## src/rtl/ilp_pkg.sv

```systemverilog
// Package for the integer literal parser: entry and handoff structs, status and
// target codes, range limits. No dependencies.
`default_nettype none
package ilp_pkg;

  localparam logic [2:0] ST_OK       = 3'd0;
  localparam logic [2:0] ST_INVALID  = 3'd1;
  localparam logic [2:0] ST_OVERFLOW = 3'd2;
  localparam logic [2:0] ST_UNDERFLOW = 3'd3;
  localparam logic [2:0] ST_ODD_HEX  = 3'd4;
  localparam logic [2:0] ST_NEG_UNS  = 3'd5;

  localparam logic [2:0] KIND_I8  = 3'd0;
  localparam logic [2:0] KIND_U8  = 3'd1;
  localparam logic [2:0] KIND_I32 = 3'd2;
  localparam logic [2:0] KIND_U32 = 3'd3;
  localparam logic [2:0] KIND_I64 = 3'd4;

  localparam logic [63:0] UMAX8   = 64'h0000_0000_0000_00ff;
  localparam logic [63:0] HALF8   = 64'h0000_0000_0000_0080;
  localparam logic [63:0] SMAX8   = 64'h0000_0000_0000_007f;
  localparam logic [63:0] UMAX32  = 64'h0000_0000_ffff_ffff;
  localparam logic [63:0] HALF32  = 64'h0000_0000_8000_0000;
  localparam logic [63:0] SMAX32  = 64'h0000_0000_7fff_ffff;
  localparam logic [63:0] UMAX64  = 64'hffff_ffff_ffff_ffff;
  localparam logic [63:0] HALF64  = 64'h8000_0000_0000_0000;
  localparam logic [63:0] SMAX64  = 64'h7fff_ffff_ffff_ffff;

  localparam logic [5:0] SIG_SAT   = 6'd63;
  localparam logic [5:0] SIG_LIMIT = 6'd16;

  // classified character, as queued between front and back
  typedef struct packed {
    logic       is_last;
    logic       hex;
    logic [2:0] kind;
    logic       is_minus;
    logic       dec_ok;
    logic       hex_ok;
    logic [3:0] digit;
  } char_info_t;

  // literal state after its last character
  typedef struct packed {
    logic [63:0] accum;
    logic        beyond;
    logic        neg;
    logic        parity;
    logic [2:0]  err;
    logic        hex;
    logic [2:0]  kind;
  } snap_t;

endpackage
`default_nettype wire

```

## src/rtl/ilp_front.sv

```systemverilog
// Front end: classifies each character and holds it in a two-entry queue.
// Depends on ilp_pkg.
`default_nettype none
module ilp_front (
  input  wire logic                  clk,
  input  wire logic                  rst,
  input  wire logic                  char_valid,
  output logic                       char_stall,
  input  wire logic [7:0]            char_code,
  input  wire logic                  is_last,
  input  wire logic                  syntax_hex,
  input  wire logic [2:0]            target_kind,
  output logic                       ent_valid,
  output ilp_pkg::char_info_t        ent,
  input  wire logic                  ent_take
);

  ilp_pkg::char_info_t info;
  ilp_pkg::char_info_t q [2];
  logic       wr_ptr;
  logic       rd_ptr;
  logic [1:0] count;
  logic       push;

  always_comb begin
    info.is_last  = is_last;
    info.hex      = syntax_hex;
    info.kind     = target_kind;
    info.is_minus = (char_code == 8'h2d);
    info.dec_ok   = (char_code >= 8'h30) && (char_code <= 8'h39);
    info.hex_ok   = 1'b1;
    info.digit    = 4'd0;
    if (info.dec_ok) begin
      info.digit = char_code[3:0];
    end else if ((char_code >= 8'h61) && (char_code <= 8'h66)) begin
      info.digit = 4'(char_code - 8'h57);
    end else if ((char_code >= 8'h41) && (char_code <= 8'h46)) begin
      info.digit = 4'(char_code - 8'h37);
    end else begin
      info.hex_ok = 1'b0;
    end
  end

  assign char_stall = (count == 2'd2);
  assign push       = char_valid && !char_stall;
  assign ent_valid  = (count != 2'd0);
  assign ent        = q[rd_ptr];

  always_ff @(posedge clk) begin
    if (push) begin
      q[wr_ptr] <= info;
    end
  end

  always_ff @(posedge clk) begin
    if (rst) begin
      wr_ptr <= 1'b0;
      rd_ptr <= 1'b0;
      count  <= 2'd0;
    end else begin
      if (push) wr_ptr <= !wr_ptr;
      if (ent_take) rd_ptr <= !rd_ptr;
      count <= count + 2'(push) - 2'(ent_take);
    end
  end

endmodule
`default_nettype wire

```

## src/rtl/ilp_back.sv

```systemverilog
// Back end: applies queued characters to the literal state, one per cycle if
// unstalled; hands the final state to the range check. Depends on ilp_pkg.
`default_nettype none
module ilp_back (
  input  wire logic                  clk,
  input  wire logic                  rst,
  input  wire logic                  ent_valid,
  input  wire ilp_pkg::char_info_t   ent,
  output logic                       ent_take,
  output logic                       snap_valid,
  output ilp_pkg::snap_t             snap,
  input  wire logic                  snap_take
);

  logic [63:0] accum, accum_next;
  logic        beyond, beyond_next;
  logic        neg, neg_next;
  logic [1:0]  pos, pos_next;
  logic [5:0]  sig, sig_next;
  logic        parity, parity_next;
  logic [2:0]  err, err_next;
  logic [67:0] prod;
  logic        snap_free;

  assign snap_free = !snap_valid || snap_take;
  assign ent_take  = ent_valid && (!ent.is_last || snap_free);

  assign prod = ({4'd0, accum} << 3) + ({4'd0, accum} << 1) + {64'd0, ent.digit};

  always_comb begin
    accum_next  = accum;
    beyond_next = beyond;
    neg_next    = neg;
    sig_next    = sig;
    parity_next = parity;
    err_next    = err;
    pos_next    = (pos < 2'd2) ? pos + 2'd1 : pos;
    if (err == ilp_pkg::ST_OK) begin
      if (ent.hex) begin
        if (pos == 2'd2) begin
          if (!ent.hex_ok) begin
            err_next = ilp_pkg::ST_INVALID;
          end else begin
            parity_next = !parity;
            if (((accum != 64'd0) || (ent.digit != 4'd0)) && (sig < ilp_pkg::SIG_SAT)) begin
              sig_next = sig + 6'd1;
            end
            beyond_next = beyond || (sig_next > ilp_pkg::SIG_LIMIT);
            if (!beyond_next) accum_next = {accum[59:0], ent.digit};
          end
        end
      end else if ((pos == 2'd0) && ent.is_minus) begin
        neg_next = 1'b1;
      end else if (!ent.dec_ok) begin
        err_next = ilp_pkg::ST_INVALID;
      end else if (!beyond) begin
        if (prod[67:64] != 4'd0) beyond_next = 1'b1;
        else accum_next = prod[63:0];
      end
    end
  end

  always_ff @(posedge clk) begin
    if (rst) begin
      accum  <= '0;
      beyond <= 1'b0;
      neg    <= 1'b0;
      pos    <= 2'd0;
      sig    <= 6'd0;
      parity <= 1'b0;
      err    <= ilp_pkg::ST_OK;
    end else if (ent_take) begin
      if (ent.is_last) begin
        accum  <= '0;
        beyond <= 1'b0;
        neg    <= 1'b0;
        pos    <= 2'd0;
        sig    <= 6'd0;
        parity <= 1'b0;
        err    <= ilp_pkg::ST_OK;
      end else begin
        accum  <= accum_next;
        beyond <= beyond_next;
        neg    <= neg_next;
        pos    <= pos_next;
        sig    <= sig_next;
        parity <= parity_next;
        err    <= err_next;
      end
    end
  end

  always_ff @(posedge clk) begin
    if (ent_take && ent.is_last) begin
      snap.accum  <= accum_next;
      snap.beyond <= beyond_next;
      snap.neg    <= neg_next;
      snap.parity <= parity_next;
      snap.err    <= err_next;
      snap.hex    <= ent.hex;
      snap.kind   <= ent.kind;
    end
  end

  always_ff @(posedge clk) begin
    if (rst) begin
      snap_valid <= 1'b0;
    end else if (ent_take && ent.is_last) begin
      snap_valid <= 1'b1;
    end else if (snap_take) begin
      snap_valid <= 1'b0;
    end
  end

endmodule
`default_nettype wire

```

## src/rtl/ilp_finish.sv

```systemverilog
// Range check of a finished literal against its target type, and the result
// output register. Depends on ilp_pkg.
`default_nettype none
module ilp_finish (
  input  wire logic            clk,
  input  wire logic            rst,
  input  wire logic            snap_valid,
  input  wire ilp_pkg::snap_t  snap,
  output logic                 snap_take,
  output logic                 result_valid,
  input  wire logic            result_stall,
  output logic [63:0]          value_bits,
  output logic [2:0]           status
);

  logic [63:0] umax, half, smax, ext, value_calc;
  logic [2:0]  status_calc;
  logic        is_signed;

  assign snap_take = snap_valid && (!result_valid || !result_stall);

  always_comb begin
    is_signed = 1'b0;
    case (snap.kind) inside
      ilp_pkg::KIND_I8, ilp_pkg::KIND_U8: begin
        umax = ilp_pkg::UMAX8;
        half = ilp_pkg::HALF8;
        smax = ilp_pkg::SMAX8;
        ext  = {{56{snap.accum[7]}}, snap.accum[7:0]};
      end
      ilp_pkg::KIND_I32, ilp_pkg::KIND_U32: begin
        umax = ilp_pkg::UMAX32;
        half = ilp_pkg::HALF32;
        smax = ilp_pkg::SMAX32;
        ext  = {{32{snap.accum[31]}}, snap.accum[31:0]};
      end
      default: begin
        umax = ilp_pkg::UMAX64;
        half = ilp_pkg::HALF64;
        smax = ilp_pkg::SMAX64;
        ext  = snap.accum;
      end
    endcase
    case (snap.kind) inside
      ilp_pkg::KIND_I8, ilp_pkg::KIND_I32, ilp_pkg::KIND_I64: is_signed = 1'b1;
      default: is_signed = 1'b0;
    endcase

    value_calc  = '0;
    status_calc = ilp_pkg::ST_OK;
    if (snap.err != ilp_pkg::ST_OK) begin
      status_calc = snap.err;
    end else if (snap.hex && snap.parity) begin
      status_calc = ilp_pkg::ST_ODD_HEX;
    end else if (!is_signed) begin
      if (snap.neg) status_calc = ilp_pkg::ST_NEG_UNS;
      else if (snap.beyond || (snap.accum > umax)) status_calc = ilp_pkg::ST_OVERFLOW;
      else value_calc = snap.accum;
    end else if (snap.neg) begin
      if (snap.beyond || (snap.accum > half)) status_calc = ilp_pkg::ST_UNDERFLOW;
      else value_calc = 64'd0 - snap.accum;
    end else if (snap.beyond || (!snap.hex && (snap.accum > smax))) begin
      status_calc = ilp_pkg::ST_OVERFLOW;
    end else begin
      value_calc = ext;
    end
  end

  always_ff @(posedge clk) begin
    if (snap_take) begin
      value_bits <= value_calc;
      status     <= status_calc;
    end
  end

  always_ff @(posedge clk) begin
    if (rst) begin
      result_valid <= 1'b0;
    end else if (snap_take) begin
      result_valid <= 1'b1;
    end else if (!result_stall) begin
      result_valid <= 1'b0;
    end
  end

endmodule
`default_nettype wire

```

## src/rtl/integer_literal_parser_core.sv

```systemverilog
// Integer literal parser, top level: front end and queue, back end, range check.
// Depends on ilp_pkg, ilp_front, ilp_back, ilp_finish.
// Throughput: one character per cycle when nothing stalls, set by the
// combinational multiply-by-ten and add in the back end. A last character's
// result passes the queue, the back-end handoff and the output register.
// Reset clears the queue, the literal state and the output valid.
`default_nettype none
module integer_literal_parser_core (
  input  wire logic        clk,
  input  wire logic        rst,
  input  wire logic        char_valid,
  output logic             char_stall,
  input  wire logic [7:0]  char_code,
  input  wire logic        is_last,
  input  wire logic        syntax_hex,
  input  wire logic [2:0]  target_kind,
  output logic             result_valid,
  input  wire logic        result_stall,
  output logic [63:0]      value_bits,
  output logic [2:0]       status
);

  logic                ent_valid;
  ilp_pkg::char_info_t ent;
  logic                ent_take;
  logic                snap_valid;
  ilp_pkg::snap_t      snap;
  logic                snap_take;

  ilp_front u_front (
    .clk         (clk),
    .rst         (rst),
    .char_valid  (char_valid),
    .char_stall  (char_stall),
    .char_code   (char_code),
    .is_last     (is_last),
    .syntax_hex  (syntax_hex),
    .target_kind (target_kind),
    .ent_valid   (ent_valid),
    .ent         (ent),
    .ent_take    (ent_take)
  );

  ilp_back u_back (
    .clk        (clk),
    .rst        (rst),
    .ent_valid  (ent_valid),
    .ent        (ent),
    .ent_take   (ent_take),
    .snap_valid (snap_valid),
    .snap       (snap),
    .snap_take  (snap_take)
  );

  ilp_finish u_finish (
    .clk          (clk),
    .rst          (rst),
    .snap_valid   (snap_valid),
    .snap         (snap),
    .snap_take    (snap_take),
    .result_valid (result_valid),
    .result_stall (result_stall),
    .value_bits   (value_bits),
    .status       (status)
  );

endmodule
`default_nettype wire

```

## config.mk

```make
export PLATFORM = sky130hd
export DESIGN_NAME = integer_literal_parser_core
export DESIGN_NICKNAME = d
export VERILOG_FILES = /design/src/rtl/ilp_pkg.sv /design/src/rtl/ilp_front.sv /design/src/rtl/ilp_back.sv /design/src/rtl/ilp_finish.sv /design/src/rtl/integer_literal_parser_core.sv
export SDC_FILE = /design/constraint.sdc
export NUM_CORES = 1
export LEC_CHECK = 0
export BUFFER_PORTS_ARGS = -buffer_cell sky130_fd_sc_hd__buf_2
export CORE_UTILIZATION = 40
export DETAILED_ROUTE_END_ITERATION = 10
export GPL_TIMING_DRIVEN = 0
export PLACE_DENSITY = 0.56
export SYNTH_ARGS = -nofsm -noshare
export SYNTH_HDL_FRONTEND = slang
export SYNTH_SLANG_ARGS = --single-unit
```

## constraint.sdc

```tcl
create_clock -name clk -period 6.3 [get_ports clk]
set_input_delay 0.63 -clock clk [delete_from_list [all_inputs] [get_ports clk]]
set_output_delay 0.63 -clock clk [all_outputs]
set_load 0.01 [all_outputs]
```

* Word level (Yosys, flattened, before mapping) *
Memories as Yosys holds them, arrays and structs flattened. A register that Yosys moved wholly into a read port is not among the register bits.
Cells that the tools add are included.

word-level totals
  bits of input ports = 17
  RAM bits = 24
  memories kept = 1
  bits in registers = 225
  logic and storage cells = 183

memory list
  name       words  width  rd ports  clocked after memory_dff  wr ports  line             source
  u_front.q  2      12     1         1                         1         ilp_front.sv:19  ilp_pkg::char_info_t q [2];

cells by class
  magnitude comparators = 12
  equal/unequal tests = 8
  add/sub/neg operators = 9
  mux-type cells = 84
  reductions and logical operators = 48

operators by type and width
  operator                                                                              number
  64-bit two-way mux                                                                    22
  64-bit > comparator                                                                   2
  63-bit two-way mux                                                                    2
  67-bit by 65-bit adder with 68-bit output                                             1
  68-bit by 4-bit adder with 68-bit output                                              1
  64-bit by 63-bit > comparator with 1-bit output                                       1
  64-bit nonzero test                                                                   1
  1-bit by 64-bit subtractor with 64-bit output (first input constant)                  1
  6-bit two-way mux                                                                     10
  3-bit two-way mux                                                                     12
  1-bit two-way mux                                                                     30
  8-bit by 7-bit greater-or-equal comparator with 1-bit output (second input constant)  2
  8-bit by 7-bit less-or-equal comparator with 1-bit output (second input constant)     2
  2-bit nonzero test                                                                    7
  4-bit two-way mux                                                                     3
  1-bit logical AND                                                                     11
  2-bit two-way mux                                                                     5
  1-bit logical NOT                                                                     9
  8-bit by 6-bit equality test with 1-bit output (second input constant)                1
  8-bit by 6-bit greater-or-equal comparator with 1-bit output (second input constant)  1
  8-bit by 6-bit less-or-equal comparator with 1-bit output (second input constant)     1
  1-bit logical OR                                                                      8
  4-bit nonzero test                                                                    2
  4-bit by 3-bit subtractor with 4-bit output (second input constant)                   2
  19 further kinds                                                                      24

* Longest topological paths before layout *
  depth in word-level cells = 16
  mapped depth = 20
  mapped depth without buffers = 15

* Hierarchy *
Synthesis repeated with hierarchy kept, for this count alone.

unflattened totals
  cells, all modules = 2086
  area, all modules = 19043.3 um^2

modules (own cells, without submodules)
  module      cells an instance  sequential area each (um^2)  instances  area each (um^2)
  ilp_back    1289               3803.6                       1          11571.1
  ilp_finish  704                2031.9                       1          6160.9
  ilp_front   93                 820.8                        1          1311.3

* Worst setup path after synthesis *
OpenSTA, ideal clock, no wires.

  path kind = input to register
  from = input port result_stall
  to = register u_finish.status[0] (enable)
  stages on the path = 1
  arrival time = 5.514 ns
  setup time = 0.594 ns
  path slack = 0.193 ns
  buffers on the path = 0
  path through = a21boi_0

between the ends
  cells in the longest elaborated chain, start to end = 3

RTL lines
  what                    line                               source
  start: declaration      integer_literal_parser_core.sv:18  input wire logic result_stall,
  1-bit logical NOT       ilp_finish.sv:20                   assign snap_take = snap_valid && (!result_valid || !result_stall);
  1-bit logical OR        ilp_finish.sv:20
  1-bit logical AND       ilp_finish.sv:20
  end signal: assignment  ilp_finish.sv:72                   status <= status_calc;
  end: declaration        ilp_finish.sv:13                   output logic [2:0] status

Every way passes these cells.
A chain may end at the register's enable or synchronous reset.

==> impl_results.html <==
<table>
<tr><th>Metric</th><th>Value</th></tr>
<tr><th colspan="2">Run status</th></tr>
<tr><td>Status</td><td>finished clean</td></tr>
<tr><th colspan="2">Drt</th></tr>
<tr><td>Drt via density</td><td>6.58</td></tr>
<tr><td>Final routed wire length divided by cell count</td><td>roughly 26 um</td></tr>
<tr><td>Number of remaining DRC errors</td><td>0</td></tr>
<tr><td>Initial DRT Pass Iterations</td><td>5</td></tr>
<tr><td>Remaining antenna violation count</td><td>0</td></tr>
<tr><td>Total wirelength of the detailed-routed design</td><td>87.4 mm</td></tr>
<tr><td>Vias after detailed routing</td><td>approximately 22,000</td></tr>
<tr><td>Violation count after the first detailed-routing iteration</td><td>2,366</td></tr>
<tr><th colspan="2">Setup path</th></tr>
<tr><td>Type of destination of the critical path</td><td>register</td></tr>
<tr><td>Required time reported for the critical path endpoint</td><td>6.56 ns</td></tr>
<tr><td>Crit path kind</td><td>register to register</td></tr>
<tr><td>Delay of the slowest critical-path stage</td><td>0.54 ns</td></tr>
<tr><td>Flop-to-flop setup slack</td><td>0.15 ns</td></tr>
<tr><td>Cells along the critical path</td><td>buf_4 &gt; mux2_2 &gt; ha_1 &gt; ha_1 &gt; fa_1 &gt; a211oi_4 &gt; o211ai_1 &gt; nand3_1 &gt; a21oi_2 &gt; o211ai_1 &gt; buf_4 &gt; a21oi_1 &gt; nor3_1 &gt; a311o_1 &gt; clkbuf_1 &gt; clkbuf_2 &gt; clkbuf_1 &gt; nand4_1 &gt; nand3_1 &gt; o21ai_0</td></tr>
<tr><td>Biggest fanout along the worst timing path</td><td>10</td></tr>
<tr><td>Data arrival at the endpoint of the critical path</td><td>~6.4 ns</td></tr>
<tr><td>Cell with the biggest individual delay on the critical path</td><td>sky130_fd_sc_hd__clkbuf_1</td></tr>
<tr><td>Category of the worst setup path launch point</td><td>register</td></tr>
<tr><th colspan="2">Cells and area</th></tr>
<tr><td>Nets</td><td>between 2,000 and 3,000</td></tr>
<tr><td>Layout Utilization</td><td>0.457</td></tr>
<tr><td>Share of cells above drive strength 1</td><td>0.0964</td></tr>
<tr><td>Final-layout fill cell count</td><td>roughly 5,100</td></tr>
<tr><td>Final instance count without filler cells</td><td>3,348</td></tr>
<tr><td>Area added between synthesis and finish</td><td>11.9%</td></tr>
<tr><th colspan="2">Job</th></tr>
<tr><td>Maxcap violations</td><td>0</td></tr>
<tr><th colspan="2">Floorplan</th></tr>
<tr><td>Top-Level Pins</td><td>86</td></tr>
<tr><td>Die Outline Area</td><td>roughly 0.054 mm^2</td></tr>
<tr><td>Initial Utilization</td><td>0.408</td></tr>
<tr><td>Chip height</td><td>approximately 230 um</td></tr>
<tr><td>Core box area</td><td>0.0517 mm^2</td></tr>
<tr><td>Std cell rows</td><td>between 80 and 90</td></tr>
<tr><td>Chip Width</td><td>about 230 um</td></tr>
<tr><th colspan="2">STA</th></tr>
<tr><td>Sum Neg Setup Slack</td><td>0 ns</td></tr>
<tr><td>Least-Margin Pin Slew</td><td>1.20 ns</td></tr>
<tr><td>RSZ-0062 raised after global routing</td><td>no</td></tr>
<tr><td>Number of hold violations in the final report</td><td>0</td></tr>
<tr><td>Final setup violation count</td><td>0</td></tr>
<tr><td>Clock period minus worst slack</td><td>about 6.1 ns</td></tr>
<tr><td>Total count of max-transition violations in the final report</td><td>0</td></tr>
<tr><td>Final Skew</td><td>0.0199 ns</td></tr>
<tr><td>Final worst-path cycle share</td><td>0.976</td></tr>
<tr><td>Worst slew margin</td><td>0.202</td></tr>
<tr><td>Worst hold margin</td><td>around 0.23 ns</td></tr>
<tr><td>Max Clock Freq</td><td>around 0.16 GHz</td></tr>
<tr><th colspan="2">GRT</th></tr>
<tr><td>Combined global-route utilization of all metal layers</td><td>0.318</td></tr>
<tr><td>Maximum number of pins on one net before global-route repair</td><td>76</td></tr>
<tr><td>Total global routing overflow</td><td>0</td></tr>
<tr><td>Via count of the first global-routing pass</td><td>20,693</td></tr>
<tr><td>First-pass GRT wire length</td><td>~130 mm</td></tr>
<tr><td>Antenna violations before repair</td><td>5</td></tr>
<tr><th colspan="2">Logic synthesis</th></tr>
<tr><td>Post-synth top area share</td><td>0.235</td></tr>
<tr><td>Number of instances in the synthesized netlist</td><td>approximately 2,500</td></tr>
<tr><td>Count of yosys warnings during synthesis</td><td>0</td></tr>
<tr><td>Number of enable-type register cells in the synthesized netlist</td><td>roughly 170</td></tr>
<tr><td>Post-Syn Area</td><td>between 0.02 and 0.025 mm^2</td></tr>
<tr><td>Main area contributors after synthesis</td><td>sky130_fd_sc_hd__edfxtp_1, sky130_fd_sc_hd__ha_1, sky130_fd_sc_hd__dfxtp_1, sky130_fd_sc_hd__o21ai_0, sky130_fd_sc_hd__a21oi_1</td></tr>
<tr><td>Async SR Flop Fraction</td><td>0</td></tr>
<tr><td>Synth unique cells</td><td>81</td></tr>
<tr><td>Yosys reg bits</td><td>250</td></tr>
<tr><td>Commonest cells post-synth</td><td>sky130_fd_sc_hd__nand2_1, sky130_fd_sc_hd__o21ai_0, sky130_fd_sc_hd__ha_1</td></tr>
<tr><td>Per-instance average area after synthesis</td><td>between 8 and 9 um^2</td></tr>
<tr><td>Most instantiated flip-flop cell in the synthesis netlist</td><td>sky130_fd_sc_hd__edfxtp_1</td></tr>
<tr><td>Most repeated cell in the gate-level netlist after synthesis</td><td>sky130_fd_sc_hd__nand2_1</td></tr>
<tr><td>Seq/Total Area, Yosys</td><td>0.315</td></tr>
<tr><td>Cell taking the most area after synthesis</td><td>sky130_fd_sc_hd__edfxtp_1</td></tr>
<tr><td>Net count of the mapped netlist</td><td>between 2,000 and 3,000</td></tr>
<tr><th colspan="2">Pwr</th></tr>
<tr><td>Proportion of power drawn by combinational gates</td><td>0.524</td></tr>
<tr><td>Part of the power in the clock network</td><td>0.174</td></tr>
<tr><td>Power density of the placed cells</td><td>approximately 410 mW/mm^2</td></tr>
<tr><td>Worst-case vdd ir drop</td><td>roughly 0.25 mV</td></tr>
<tr><td>Static Leak</td><td>roughly 0.0095 uW</td></tr>
<tr><td>Sequential cell fraction of total power</td><td>0.302</td></tr>
<tr><td>Internal power</td><td>around 5000 uW</td></tr>
<tr><td>Net switching fraction of the power</td><td>0.501</td></tr>
<tr><td>Net switching power</td><td>4890 uW</td></tr>
<tr><th colspan="2">Placement</th></tr>
<tr><td>Number of placed cells counting well taps</td><td>between 3,000 and 4,000</td></tr>
<tr><td>Post-DP HPWL</td><td>about 67 mm</td></tr>
<tr><td>Buffers on Ports</td><td>between 80 and 90</td></tr>
<tr><td>Gpl congestion</td><td>between 1 and 1.5</td></tr>
<tr><th colspan="2">CTS</th></tr>
<tr><td>Clock slew at the register clock pins of the worst setup and hold paths</td><td>around 0.070 ns</td></tr>
<tr><td>Number of buffers inserted during clock tree synthesis</td><td>29</td></tr>
<tr><td>TritonCTS sink count</td><td>250</td></tr>
<tr><td>H-tree depth</td><td>1</td></tr>
<tr><td>Maximum clock path buffer count</td><td>3</td></tr>
<tr><td>TritonCTS clock tree</td><td>yes</td></tr>
<tr><td>Clk Latency, worst-skew pair</td><td>~0.6 ns</td></tr>
<tr><td>Post-CTS Hold Buffers</td><td>0</td></tr>
<tr><td>Buffer type at the clock tree root</td><td>sky130_fd_sc_hd__clkbuf_16</td></tr>
<tr><th colspan="2">Min path</th></tr>
<tr><td>Hold crit path type</td><td>input pin to register</td></tr>
</table>
## flip-flops by register name, summed over array words and instances (netlist names), 2 cells and up, named ones only
| name | cells |
|---|---|
| u_back.accum | 64 |
| u_finish.value_bits | 64 |
| u_finish.status | 3 |
| u_front.q | 24 |
| u_back.err | 3 |
| u_front.count | 2 |
| u_back.sig | 6 |
| u_back.snap | 74 |
| u_back.pos | 2 |
## what timing repair did
item | in CTS | in global routing
pin swaps | 3 | 2
setup buffers | 7 | 3
setup endpoints to repair | 130 | 105
gates resized for setup | 31 | 17
## power by group through the flow
| stage | combinational, uW | sequential, uW | clock [uW] |
|---|---|---|---|
| 6_report | 5110 | 2950 | 1690 |
| 5_1_grt | 5490 | 2990 | 1770 |
| 4_1_cts | 4940 | 2920 | 1710 |
| 3_5_place_dp | 4870 | 2940 | 0 |
| 3_3_place_gp | 4760 | 2960 | 0 |
| 2_1_floorplan | 3160 | 2720 | 0 |
## area by class of cell
type / count / area, um^2 / area share
inverters: 65 / 246 / 0.0104
flip-flops and latches: 250 / 6660 / 0.282
well taps: 680 / 851 / 0.0360
repair buffers: 99 / 561 / 0.0237
multi-input cells: 2037 / 13700 / 0.581
clock inverters: 22 / 204 / 0.00863
plain buffers: 161 / 638 / 0.0270
clock buffers: 32 / 737 / 0.0312
diodes: 2 / 5.00 / 0.000212
## routing by layer
metal / part of all wire / global-route usage / vias up / wire length, um
li1: - / - / 10023 / -
met5: 0.00031 / 0 / - / 27
met4: 0.054 / 0.168 / 4 / 4710
met3: 0.085 / 0.0592 / 240 / 7430
met2: 0.45 / 0.512 / 1113 / 39600
met1: 0.41 / 0.404 / 10656 / 35600
## placed cells by master, fill, tap and decap left out, types with 10 or more instances in the layout
| cell | Yosys | routed |
|---|---|---|
| sky130_fd_sc_hd__and2_1 | 38 | 38 |
| sky130_fd_sc_hd__or3_1 | 25 | 25 |
| sky130_fd_sc_hd__or2_2 | 14 | 14 |
| sky130_fd_sc_hd__nor4_1 | 46 | 44 |
| sky130_fd_sc_hd__o311ai_0 | 11 | 11 |
| sky130_fd_sc_hd__a2111o_1 | 10 | 10 |
| sky130_fd_sc_hd__o31ai_1 | 37 | 34 |
| sky130_fd_sc_hd__nand3_1 | 80 | 80 |
| sky130_fd_sc_hd__nor3_1 | 79 | 79 |
| sky130_fd_sc_hd__o21ai_0 | 200 | 197 |
| sky130_fd_sc_hd__or4_1 | 28 | 28 |
| sky130_fd_sc_hd__dfxtp_1 | 85 | 84 |
| sky130_fd_sc_hd__and3_1 | 14 | 14 |
| sky130_fd_sc_hd__nand2_1 | 237 | 237 |
| sky130_fd_sc_hd__inv_1 | 65 | 64 |
| sky130_fd_sc_hd__o211ai_1 | 53 | 53 |
| sky130_fd_sc_hd__a21oi_1 | 179 | 176 |
| sky130_fd_sc_hd__a311o_1 | 11 | 11 |
| sky130_fd_sc_hd__xor2_1 | 45 | 45 |
| sky130_fd_sc_hd__o21ai_1 | 8 | 10 |
| sky130_fd_sc_hd__a211oi_1 | 45 | 42 |
| sky130_fd_sc_hd__clkbuf_16 | 0 | 29 |
| sky130_fd_sc_hd__a31o_2 | 23 | 23 |
| sky130_fd_sc_hd__clkbuf_2 | 0 | 10 |
| sky130_fd_sc_hd__o21a_1 | 10 | 10 |
| sky130_fd_sc_hd__a41o_1 | 16 | 16 |
| sky130_fd_sc_hd__nor3b_1 | 13 | 13 |
| sky130_fd_sc_hd__edfxtp_1 | 165 | 165 |
| sky130_fd_sc_hd__nand4_1 | 79 | 79 |
| sky130_fd_sc_hd__nor2_1 | 161 | 160 |
| sky130_fd_sc_hd__a21o_1 | 94 | 94 |
| sky130_fd_sc_hd__ha_1 | 198 | 198 |
| sky130_fd_sc_hd__xnor2_1 | 33 | 33 |
| sky130_fd_sc_hd__buf_4 | 0 | 14 |
| sky130_fd_sc_hd__mux2_2 | 11 | 11 |
| sky130_fd_sc_hd__a31oi_1 | 54 | 54 |
| sky130_fd_sc_hd__a32o_1 | 27 | 27 |
| sky130_fd_sc_hd__buf_2 | 6 | 91 |
| sky130_fd_sc_hd__clkbuf_1 | 152 | 142 |
| sky130_fd_sc_hd__o22ai_1 | 17 | 17 |
## path summary, 6_finish.rpt
check	startpoint	endpoint	cells after the start
max	register	u_back.snap[36]	20
min	is_last	u_front.q[0][11]	1
max reg2reg	register	u_back.snap[36]	20
min reg2reg	u_back.snap_valid	u_finish.result_valid	2
## critical path, delay by kind of cell (launching register included)
family / cells / cell delay (ns)
buffers and inverters: 5 / 1.62
AO/OA/AOI/OAI: 7 / 1.43
adder cells (fa/ha/maj): 3 / 1.03
AND/OR/NAND/NOR: 4 / 0.92
flip-flops: 1 / 0.41
multiplexers: 1 / 0.39
## stage by stage
step	setup WS, ns	total power (uW)	cell area [um^2]
floorplan	0.193	5880	21100
global placement	-2.06	7730	22400
detailed placement	-1.64	7810	22500
CTS	0.0525	9560	23600
global route	0.0124	10300	23600
finish	0.153	9760	23600
## kinds of logic (layout without fill, tap and decap cells)
group / Yosys count / in the layout / synth area share
other cells: 0 / 2 / 0
mux: 20 / 20 / 0.0101
xor+xnor: 78 / 78 / 0.0323
flops: 250 / 250 / 0.315
simple gates: 869 / 869 / 0.209
fa+ha+maj: 200 / 200 / 0.119
compound gates: 870 / 870 / 0.273
buf+inv: 227 / 379 / 0.0407
Power figures use the tool's default switching activity.
